<file path="config.mk">
export PLATFORM = sky130hd
export DESIGN_NAME = rgb_ycbcr_converter_top_flat
export DESIGN_NICKNAME = d
export VERILOG_FILES = /design/src/ryc_pkg.sv /design/src/ryc_if.sv /design/src/rgb_ycbcr_converter_top.sv /design/src/flat_wrapper.sv
export VERILOG_INCLUDE_DIRS = /design/src /design/src/src
export SDC_FILE = /design/constraint.sdc
export NUM_CORES = 2
export LEC_CHECK = 0
export BUFFER_PORTS_ARGS = -buffer_cell sky130_fd_sc_hd__buf_4
export CAP_MARGIN = 20
export CORE_UTILIZATION = 41
export DETAILED_ROUTE_END_ITERATION = 10
export GPL_TIMING_DRIVEN = 0
export PLACE_DENSITY_LB_ADDON = 0.25
export SETUP_SLACK_MARGIN = 0.3
export SLEW_MARGIN = 0
export SYNTH_ARGS = -nofsm -noshare
export SYNTH_HDL_FRONTEND = slang
export SYNTH_SLANG_ARGS = --single-unit
</file>
<file path="constraint.sdc">
create_clock -name i_clk -period 9 [get_ports i_clk]
set_input_delay 1.8 -clock i_clk [delete_from_list [all_inputs] [get_ports i_clk]]
set_output_delay 1.8 -clock i_clk [all_outputs]
set_load 0.01 [all_outputs]
</file>
<file path="src/assert_macros.svh">
// assertion helpers included by the converter top
`ifndef ASSERT_MACROS_SVH
`define ASSERT_MACROS_SVH

`ifndef ASSERT_OFF

// property must hold at every clock edge out of reset
`define ASSERT_PROP(lbl, clk, rst_n, prop, msg) \
    lbl: assert property (@(posedge clk) disable iff (!rst_n) (prop)) else $error(msg);

// condition must never be seen out of reset
`define ASSERT_NEVER(lbl, clk, rst_n, cond, msg) \
    lbl: assert property (@(posedge clk) disable iff (!rst_n) !(cond)) else $error(msg);

`else

`define ASSERT_PROP(lbl, clk, rst_n, prop, msg)
`define ASSERT_NEVER(lbl, clk, rst_n, cond, msg)

`endif

`endif

</file>
<file path="src/ryc_pkg.sv">
package ryc_pkg;

    // pixel channel width
    localparam int CH_W = 8;

    // default fraction bits of the fixed-point coefficients
    localparam int COEF_FRAC_BITS_DEF = 16;

    // configuration port
    localparam int CFG_IDX_W  = 1;
    localparam int CFG_DATA_W = 1;

    localparam logic [CFG_IDX_W-1:0] REG_DIRECTION = 1'b0;
    localparam logic [CFG_IDX_W-1:0] REG_STANDARD  = 1'b1;

    // direction and standard codes
    localparam logic DIR_FORWARD = 1'b0;
    localparam logic DIR_INVERSE = 1'b1;
    localparam logic STD_BT601   = 1'b0;
    localparam logic STD_BT709   = 1'b1;

endpackage

</file>
<file path="src/ryc_if.sv">
// input word: three channels, valid/ready handshake
interface ryc_in_if;
    logic                    valid;
    logic                    ready;
    logic [ryc_pkg::CH_W-1:0] first_channel;
    logic [ryc_pkg::CH_W-1:0] second_channel;
    logic [ryc_pkg::CH_W-1:0] third_channel;

    modport source (output valid, output first_channel, output second_channel,
                    output third_channel, input ready);
    modport sink   (input valid, input first_channel, input second_channel,
                    input third_channel, output ready);
endinterface

// output word: three channels, valid/ready handshake
interface ryc_out_if;
    logic                    valid;
    logic                    ready;
    logic [ryc_pkg::CH_W-1:0] out_first;
    logic [ryc_pkg::CH_W-1:0] out_second;
    logic [ryc_pkg::CH_W-1:0] out_third;

    modport source (output valid, output out_first, output out_second,
                    output out_third, input ready);
    modport sink   (input valid, input out_first, input out_second,
                    input out_third, output ready);
endinterface

</file>
<file path="src/rgb_ycbcr_converter_top.sv">
// rgb <-> ycbcr full-range converter, bt.601 / bt.709 coefficients
// an accepted input word passes through the operand, product, sum and clamp registers to the output
// throughput: one word per cycle while the output is taken, set by the 4-stage operand/multiply/sum/clamp pipeline
// per-stage ready lets bubbles collapse; a waiting output word stalls only full stages behind it
// reset (synchronous, active low) empties the pipeline and selects forward bt.601
`include "assert_macros.svh"

module rgb_ycbcr_converter_top #(
    parameter int COEF_FRAC_BITS = ryc_pkg::COEF_FRAC_BITS_DEF
) (
    input  logic                           i_clk,
    input  logic                           i_rst_n,
    input  logic                           i_cfg_we,
    input  logic [ryc_pkg::CFG_IDX_W-1:0]  i_cfg_idx,
    input  logic [ryc_pkg::CFG_DATA_W-1:0] i_cfg_data,
    ryc_in_if.sink                         i_pix,
    ryc_out_if.source                      o_pix
);

    localparam int F  = COEF_FRAC_BITS;
    localparam int OW = ryc_pkg::CH_W + 1;   // signed operand width
    localparam int CW = F + 2;               // signed coefficient width
    localparam int PW = CW + OW;             // product width
    localparam int AW = PW + 2;              // accumulator width

    // coefficients, rounded half up on magnitude
    localparam logic signed [CW-1:0] C_ZERO = '0;
    localparam logic signed [CW-1:0] C_ONE  = CW'(64'sd1 <<< F);
    localparam logic signed [CW-1:0] C_HALF = CW'(((64'sd1 <<< F) + 1) / 2);

    localparam logic signed [CW-1:0] C_YR_601 = CW'(((64'sd2990 <<< F) + 5000) / 10000);
    localparam logic signed [CW-1:0] C_YG_601 = CW'(((64'sd5870 <<< F) + 5000) / 10000);
    localparam logic signed [CW-1:0] C_YB_601 = CW'(((64'sd1140 <<< F) + 5000) / 10000);
    localparam logic signed [CW-1:0] C_YR_709 = CW'(((64'sd2126 <<< F) + 5000) / 10000);
    localparam logic signed [CW-1:0] C_YG_709 = CW'(((64'sd7152 <<< F) + 5000) / 10000);
    localparam logic signed [CW-1:0] C_YB_709 = CW'(((64'sd722 <<< F) + 5000) / 10000);

    localparam logic signed [CW-1:0] C_CBR_601 = -CW'(((64'sd2990 <<< F) + 8860) / 17720);
    localparam logic signed [CW-1:0] C_CBG_601 = -CW'(((64'sd5870 <<< F) + 8860) / 17720);
    localparam logic signed [CW-1:0] C_CRG_601 = -CW'(((64'sd5870 <<< F) + 7010) / 14020);
    localparam logic signed [CW-1:0] C_CRB_601 = -CW'(((64'sd1140 <<< F) + 7010) / 14020);
    localparam logic signed [CW-1:0] C_CBR_709 = -CW'(((64'sd2126 <<< F) + 9278) / 18556);
    localparam logic signed [CW-1:0] C_CBG_709 = -CW'(((64'sd7152 <<< F) + 9278) / 18556);
    localparam logic signed [CW-1:0] C_CRG_709 = -CW'(((64'sd7152 <<< F) + 7874) / 15748);
    localparam logic signed [CW-1:0] C_CRB_709 = -CW'(((64'sd722 <<< F) + 7874) / 15748);

    localparam logic signed [CW-1:0] C_RCR_601 = CW'(((64'sd14020 <<< F) + 5000) / 10000);
    localparam logic signed [CW-1:0] C_BCB_601 = CW'(((64'sd17720 <<< F) + 5000) / 10000);
    localparam logic signed [CW-1:0] C_GCB_601 =
        -CW'(((64'sd20200800 <<< F) + 29350000) / 58700000);
    localparam logic signed [CW-1:0] C_GCR_601 =
        -CW'(((64'sd41919800 <<< F) + 29350000) / 58700000);
    localparam logic signed [CW-1:0] C_RCR_709 = CW'(((64'sd15748 <<< F) + 5000) / 10000);
    localparam logic signed [CW-1:0] C_BCB_709 = CW'(((64'sd18556 <<< F) + 5000) / 10000);
    localparam logic signed [CW-1:0] C_GCB_709 =
        -CW'(((64'sd13397432 <<< F) + 35760000) / 71520000);
    localparam logic signed [CW-1:0] C_GCR_709 =
        -CW'(((64'sd33480248 <<< F) + 35760000) / 71520000);

    // rounding half and chroma offset folded into one bias
    localparam logic signed [AW-1:0] C_RND = AW'(64'sd1 <<< (F - 1));
    localparam logic signed [AW-1:0] C_OFF = AW'((64'sd128 <<< F) + (64'sd1 <<< (F - 1)));

    // configuration registers
    logic r_direction;
    logic r_standard;

    // pipeline registers
    logic                    r_v0, r_v1, r_v2, r_v3;
    logic signed [OW-1:0]    r_op   [3];
    logic signed [PW-1:0]    r_prod [3][3];
    logic signed [AW-1:0]    r_acc  [3];
    logic [ryc_pkg::CH_W-1:0] r_out [3];

    logic signed [OW-1:0]    n_op   [3];
    logic signed [PW-1:0]    n_prod [3][3];
    logic signed [AW-1:0]    n_acc  [3];
    logic [ryc_pkg::CH_W-1:0] n_out [3];

    logic signed [CW-1:0]    w_coef [3][3];
    logic signed [AW-1:0]    w_bias [3];
    logic                    w_rdy0, w_rdy1, w_rdy2, w_rdy3;

    // configuration writes
    always_ff @(posedge i_clk) begin
        if (!i_rst_n) begin
            r_direction <= ryc_pkg::DIR_FORWARD;
            r_standard  <= ryc_pkg::STD_BT601;
        end else if (i_cfg_we) begin
            unique case (i_cfg_idx)
                ryc_pkg::REG_DIRECTION: r_direction <= i_cfg_data[0];
                ryc_pkg::REG_STANDARD:  r_standard  <= i_cfg_data[0];
            endcase
        end
    end

    // per-stage ready chain
    assign w_rdy3 = !r_v3 || o_pix.ready;
    assign w_rdy2 = !r_v2 || w_rdy3;
    assign w_rdy1 = !r_v1 || w_rdy2;
    assign w_rdy0 = !r_v0 || w_rdy1;
    assign i_pix.ready = w_rdy0;

    // coefficient matrix and bias for the current mode
    always_comb begin
        unique case ({r_direction, r_standard})
            {ryc_pkg::DIR_FORWARD, ryc_pkg::STD_BT601}: begin
                w_coef[0] = '{C_YR_601, C_YG_601, C_YB_601};
                w_coef[1] = '{C_CBR_601, C_CBG_601, C_HALF};
                w_coef[2] = '{C_HALF, C_CRG_601, C_CRB_601};
            end
            {ryc_pkg::DIR_FORWARD, ryc_pkg::STD_BT709}: begin
                w_coef[0] = '{C_YR_709, C_YG_709, C_YB_709};
                w_coef[1] = '{C_CBR_709, C_CBG_709, C_HALF};
                w_coef[2] = '{C_HALF, C_CRG_709, C_CRB_709};
            end
            {ryc_pkg::DIR_INVERSE, ryc_pkg::STD_BT601}: begin
                w_coef[0] = '{C_ONE, C_ZERO, C_RCR_601};
                w_coef[1] = '{C_ONE, C_GCB_601, C_GCR_601};
                w_coef[2] = '{C_ONE, C_BCB_601, C_ZERO};
            end
            {ryc_pkg::DIR_INVERSE, ryc_pkg::STD_BT709}: begin
                w_coef[0] = '{C_ONE, C_ZERO, C_RCR_709};
                w_coef[1] = '{C_ONE, C_GCB_709, C_GCR_709};
                w_coef[2] = '{C_ONE, C_BCB_709, C_ZERO};
            end
        endcase
        w_bias[0] = C_RND;
        w_bias[1] = (r_direction == ryc_pkg::DIR_FORWARD) ? C_OFF : C_RND;
        w_bias[2] = (r_direction == ryc_pkg::DIR_FORWARD) ? C_OFF : C_RND;
    end

    // stage 0: operands, chroma offset removed on inverse
    always_comb begin
        n_op[0] = $signed({1'b0, i_pix.first_channel});
        n_op[1] = $signed({1'b0, i_pix.second_channel});
        n_op[2] = $signed({1'b0, i_pix.third_channel});
        if (r_direction == ryc_pkg::DIR_INVERSE) begin
            n_op[1] = n_op[1] - OW'(128);
            n_op[2] = n_op[2] - OW'(128);
        end
    end

    // stage 1: nine products
    always_comb begin
        for (int i = 0; i < 3; i++) begin
            for (int j = 0; j < 3; j++) begin
                n_prod[i][j] = PW'(w_coef[i][j]) * PW'(r_op[j]);
            end
        end
    end

    // stage 2: per-channel sum with bias
    always_comb begin
        for (int i = 0; i < 3; i++) begin
            n_acc[i] = AW'(r_prod[i][0]) + AW'(r_prod[i][1]) + AW'(r_prod[i][2]) + w_bias[i];
        end
    end

    // stage 3: drop fraction and clamp to 0..255
    always_comb begin
        for (int i = 0; i < 3; i++) begin
            if (r_acc[i][AW-1]) begin
                n_out[i] = '0;
            end else if (|r_acc[i][AW-2:F+ryc_pkg::CH_W]) begin
                n_out[i] = '1;
            end else begin
                n_out[i] = r_acc[i][F+ryc_pkg::CH_W-1:F];
            end
        end
    end

    // valid bits
    always_ff @(posedge i_clk) begin
        if (!i_rst_n) begin
            r_v0 <= 1'b0;
            r_v1 <= 1'b0;
            r_v2 <= 1'b0;
            r_v3 <= 1'b0;
        end else begin
            if (w_rdy0) r_v0 <= i_pix.valid;
            if (w_rdy1) r_v1 <= r_v0;
            if (w_rdy2) r_v2 <= r_v1;
            if (w_rdy3) r_v3 <= r_v2;
        end
    end

    // payload registers
    always_ff @(posedge i_clk) begin
        if (w_rdy0) r_op   <= n_op;
        if (w_rdy1) r_prod <= n_prod;
        if (w_rdy2) r_acc  <= n_acc;
        if (w_rdy3) r_out  <= n_out;
    end

    assign o_pix.valid      = r_v3;
    assign o_pix.out_first  = r_out[0];
    assign o_pix.out_second = r_out[1];
    assign o_pix.out_third  = r_out[2];

    // input stalls only when every stage is full and the output is held
    `ASSERT_PROP(a_full_stall, i_clk, i_rst_n,
        !i_pix.ready |-> (r_v0 && r_v1 && r_v2 && r_v3 && !o_pix.ready),
        "input stalled while pipeline has room")
    // an accepted word lands in stage 0
    `ASSERT_PROP(a_accept_lands, i_clk, i_rst_n,
        (i_pix.valid && i_pix.ready) |=> r_v0, "accepted word lost at stage 0")
    // a word moving out of the product stage is not dropped
    `ASSERT_PROP(a_prod_moves, i_clk, i_rst_n,
        (r_v1 && w_rdy2) |=> r_v2, "word lost between product and sum stages")
    // a negative first-channel sum clamps to zero
    `ASSERT_PROP(a_clamp_low, i_clk, i_rst_n,
        (r_v2 && w_rdy3 && r_acc[0][AW-1]) |=> (o_pix.out_first == '0),
        "negative sum not clamped to zero")

endmodule
</file>
<file path="src/flat_wrapper.sv">
// flat-port wrapper written by rule: the top's interface ports become plain ports
module rgb_ycbcr_converter_top_flat 
#(
    parameter int COEF_FRAC_BITS = ryc_pkg::COEF_FRAC_BITS_DEF
)
  (i_clk, i_rst_n, i_cfg_we, i_cfg_idx, i_cfg_data, i_pix_valid, i_pix_first_channel, i_pix_second_channel, i_pix_third_channel, i_pix_ready, o_pix_valid, o_pix_out_first, o_pix_out_second, o_pix_out_third, o_pix_ready);
  ryc_in_if i_pix_i ();
  ryc_out_if o_pix_i ();
  input  logic i_clk;
  input  logic i_rst_n;
  input  logic i_cfg_we;
  input  logic [ryc_pkg::CFG_IDX_W-1:0] i_cfg_idx;
  input  logic [ryc_pkg::CFG_DATA_W-1:0] i_cfg_data;
  input wire logic [$bits(i_pix_i.valid)-1:0] i_pix_valid;
  input wire logic [$bits(i_pix_i.first_channel)-1:0] i_pix_first_channel;
  input wire logic [$bits(i_pix_i.second_channel)-1:0] i_pix_second_channel;
  input wire logic [$bits(i_pix_i.third_channel)-1:0] i_pix_third_channel;
  output wire logic [$bits(i_pix_i.ready)-1:0] i_pix_ready;
  output wire logic [$bits(o_pix_i.valid)-1:0] o_pix_valid;
  output wire logic [$bits(o_pix_i.out_first)-1:0] o_pix_out_first;
  output wire logic [$bits(o_pix_i.out_second)-1:0] o_pix_out_second;
  output wire logic [$bits(o_pix_i.out_third)-1:0] o_pix_out_third;
  input wire logic [$bits(o_pix_i.ready)-1:0] o_pix_ready;
  assign i_pix_i.valid = i_pix_valid;
  assign i_pix_i.first_channel = i_pix_first_channel;
  assign i_pix_i.second_channel = i_pix_second_channel;
  assign i_pix_i.third_channel = i_pix_third_channel;
  assign i_pix_ready = i_pix_i.ready;
  assign o_pix_valid = o_pix_i.valid;
  assign o_pix_out_first = o_pix_i.out_first;
  assign o_pix_out_second = o_pix_i.out_second;
  assign o_pix_out_third = o_pix_i.out_third;
  assign o_pix_i.ready = o_pix_ready;
  rgb_ycbcr_converter_top #(.COEF_FRAC_BITS(COEF_FRAC_BITS)) u_core (.i_clk(i_clk), .i_rst_n(i_rst_n), .i_cfg_we(i_cfg_we), .i_cfg_idx(i_cfg_idx), .i_cfg_data(i_cfg_data), .i_pix(i_pix_i), .o_pix(o_pix_i));
endmodule
</file>
==> run_results.csv <==
group,metric,value,unit
die,floorplan.initialDensity,41.54,%
drt,drt-pass1-iter-count,5,
grt,antenna_found_initial,3,
drt,drt_iter0_drc,1778,
clocking,insertion_delay,0.62,ns
sta,period_needed,8.563,ns
synthesis,synth_top_area_cell,"fa_1",
pwr,p_leak,0.02631,uW
clocking,cts_tree,"yes",
outcome,status,"complete, no violations",
placement,hpwl,108800,um
die,fp-row-count,123,
setup_path,required,9.32,ns
setup_path,crit_chain,"clkbuf_2 > clkbuf_1 > clkbuf_1 > nor2_1 > buf_4 > inv_1 > fa_1 > inv_1 > fa_1 > inv_1 > fa_1 > inv_1 > fa_1 > fa_1 > ha_1 > and2_1 > a311o_1 > o22ai_2 > o211ai_2 > o31a_1 > a2111o_1 > a21o_1 > a21oi_2 > xnor2_1",
layout,nets,6001,
setup_path,worst_setup_path_start_kind,"register",
placement,place_congestion,0.9888,
synthesis,synth-main-ff-cell,"edfxtp_1",
sta,final.setup.tns,0,ns
min_path,min_delay_path_depth,2,
clocking,clock_sinks,320,
layout,final_common_cell,"inv_1",
drt,ant_nets,0,
layout,layout-drive-gt1-share,4.032,%
die,num_io_pins,57,
synthesis,syn_area,0.04699,mm^2
sta,rsz0062_at_grt,"true",
sta,setup_viol,0,
setup_path,reg2reg_from,"u_core.r_direction$_SDFFE_PN0P_",
job,cap_violations,0,
setup_path,slowest_stage,"clkbuf_1",
grt,gr-total-overflow,0,
drt,drc,0,
pwr,p_int,10830,uW
grt,grt_pass1_vias,31830,
sta,fmax,116.8,MHz
layout,syn2layout_area_growth,8.705,%
pwr,power.switching,10010,uW
layout,nFillCells,10750,
setup_path,r2r_cells,24,
die,core_area,0.1131,mm^2
grt,grt_pass1_wl,191900,um
drt,vias_per_cell,5.017,
pwr,p_seq_share,16.7,%
pwr,swShare,48.04,%
die,die_x,340.5,um
synthesis,ys_seq_area_share,20.32,%
min_path,worst_hold_startpoint,"u_core.r_v1$_SDFFE_PN0P_",
placement,io_buffers,56,
grt,track_usage,22.25,%
setup_path,max_stage_delay,0.85,ns
clocking,path_clk_slew,0.06,ns
drt,vias,29920,
sta,hold_viol,0,
setup_path,cp-end-kind,"register",
synthesis,synth_enable_flop_cells,314,
sta,skew,0.04229,ns
sta,tightest_slew,1.058,ns
synthesis,ys_warn_count,0,
synthesis,async_flop_share,0,%
synthesis,synth_area_leaders,"fa_1 33%, ha_1 20%, edfxtp_1 20%",
min_path,whs_endpoint,"u_core.r_v2$_SDFFE_PN0P_",
setup_path,r2r-end,"u_core.r_prod[53]$_DFFE_PP_",
pwr,clkPwrFrac,8.7,%
die,die_h,340.5,um
pwr,pwr-share-comb,74.6,%
drt,routed_wl,124700,um
clocking,cts_buffer_depth,3,
layout,most-common-layout-cells,"957 x inv_1, 773 x fa_1, 768 x ha_1",
setup_path,crit_path_max_fanout,10,
pwr,power_density,407.9,mW/mm^2
clocking,root_buffer,"clkbuf_16",
synthesis,synth_cell_types,75,
setup_path,worstSetupPathType,"reg2reg",
synthesis,ys_ff_latch,320,
sta,min_period_over_period,95.14,%
setup_path,cp.arrival,8.88,ns
synthesis,avgSynthCellArea,10.91,um^2
synthesis,synth_cells,4305,
sta,maxSlewHeadroom,29.50,%
clocking,ctsHtreeMaxLevel,2,
layout,antenna_cells,0,
die,die_area,0.1160,mm^2
pwr,irDropWorstVdd,0.0004788,V
drt,wl_per_cell,20.92,um
setup_path,rrSetupSlack,0.44,ns
setup_path,crit_top_cell,"fa_1",
sta,report.final.slew_viol_count,0,
synthesis,yosysTopAreaCellShare,32.93,%
min_path,hold_class,"reg2reg",
clocking,cts-hold-fix-buffers,0,
clocking,cts_buffers,43,
grt,grt_max_degree,112,
pwr,total_power,20830,uW
-- worst max-delay path, delay by kind of cell, from the launching register on --
| kind | cells | cell delay (ns) |
|---|---|---|
| AOI/OAI and AO/OA | 7 | 1.82 |
| xor gates and xnor gates | 1 | 0.28 |
| adders and majority gates | 6 | 2.56 |
| buffers and inverters | 8 | 2.57 |
| DFF | 1 | 0.55 |
| and+or+nand+nor | 2 | 0.42 |
-- power by group through the flow --
stage	combinational (uW)	clock [uW]	sequential, uW
2_1_floorplan	11300	0	3380
3_3_place_gp	15400	0	3520
3_5_place_dp	15500	0	3520
4_1_cts	15700	1870	3500
5_1_grt	17700	1910	3540
6_report	15600	1810	3480
-- flip-flops by register name, summed over array words and instances, names as in the netlist --
name and cells:
u_core.o_pix.out_first 8, u_core.r_v1 1, u_core.o_pix.valid 1, u_core.r_prod 225, u_core.o_pix.out_third 8, u_core.r_acc 39, u_core.r_v2 1, u_core.r_v0 1
u_core.r_op 26, u_core.o_pix.out_second 8, u_core.r_direction 1, u_core.r_standard 1
-- cell type report --
cell class                 count  area (um^2)  area share (%)
sequential                   320         9553           18.70
clock buffer                  46         1109           2.170
multi-input combinational   2974        33650           65.89
inverter                     969         3647           7.141
clock inverter                34        374.1          0.7324
tap                         1500         1877           3.674
timing repair buffer          70        658.1           1.288
buffer                        51        206.4          0.4042
-- cells by family after synthesis --
group                    synth area share, %
adder cells (fa/ha/maj)                53.38
AND/OR/NAND/NOR                        7.246
buffers and inverters                  8.148
flip-flops                             20.32
multiplexers                         0.06391
AO/OA/AOI/OAI                          6.756
XOR/XNOR                               4.063
other                                0.01598
-- synthesized netlist by cell type, drive strengths merged, types with 24 or more instances --
cell type  instances
a21oi            152
and2              62
nor2             233
xnor2            169
nor2b             50
edfxtp           314
nand2            172
xor2              49
fa               773
clkbuf            47
o21ai             84
a21o              72
nand2b            50
ha               768
nand3             33
o21a              37
inv              968
and3              24
nor3              37
-- worst max path at each step --
stage / start / cells past startpoint / endpoint / slack, ns
floorplan: o_pix_ready / 3 / u_core.r_prod[0]$_DFFE_PP_ / 1.98
global placement: u_core.r_direction$_SDFFE_PN0P_ / 25 / u_core.r_prod[53]$_DFFE_PP_ / -1.74
detailed placement: u_core.r_direction$_SDFFE_PN0P_ / 25 / u_core.r_prod[53]$_DFFE_PP_ / -1.33
CTS: u_core.r_direction$_SDFFE_PN0P_ / 25 / u_core.r_prod[53]$_DFFE_PP_ / 0.31
global route: u_core.r_direction$_SDFFE_PN0P_ / 24 / u_core.r_prod[53]$_DFFE_PP_ / 0.30
finish: u_core.r_direction$_SDFFE_PN0P_ / 24 / u_core.r_prod[53]$_DFFE_PP_ / 0.44
-- timing repair --
item	4_1_cts	5_1_grt
buffers inserted	0	0
setup endpoints to repair	97	8
pin swaps	0	0
resized for setup	11	7
-- metrics by stage --
step / cell area [um^2] / hold WS [ns] / util [%] / setup WS (ns) / instances
after floorplan: 47020 / 0.4501 / - / 1.985 / 4314
after global placement: 49320 / 0.4741 / 43.60 / -1.742 / 5870
after detailed placement: 49570 / 0.4759 / 43.83 / -1.335 / 5884
after CTS: 51070 / 0.4935 / 45.15 / 0.3117 / 5964
after global routing: 51080 / 0.5273 / 45.16 / 0.2952 / 5964
final: 51080 / 0.4836 / 45.16 / 0.4374 / 5964
-- metal layers --
| metal | part of all wire, % | global-route usage, % |
|---|---|---|
| met1 | 46 | 31.38 |
| met2 | 46 | 35.48 |
| met3 | 5.1 | 2.607 |
| met4 | 3.6 | 7.707 |
| met5 | 0.010 | 0 |
Power figures use the tool's default switching activity.
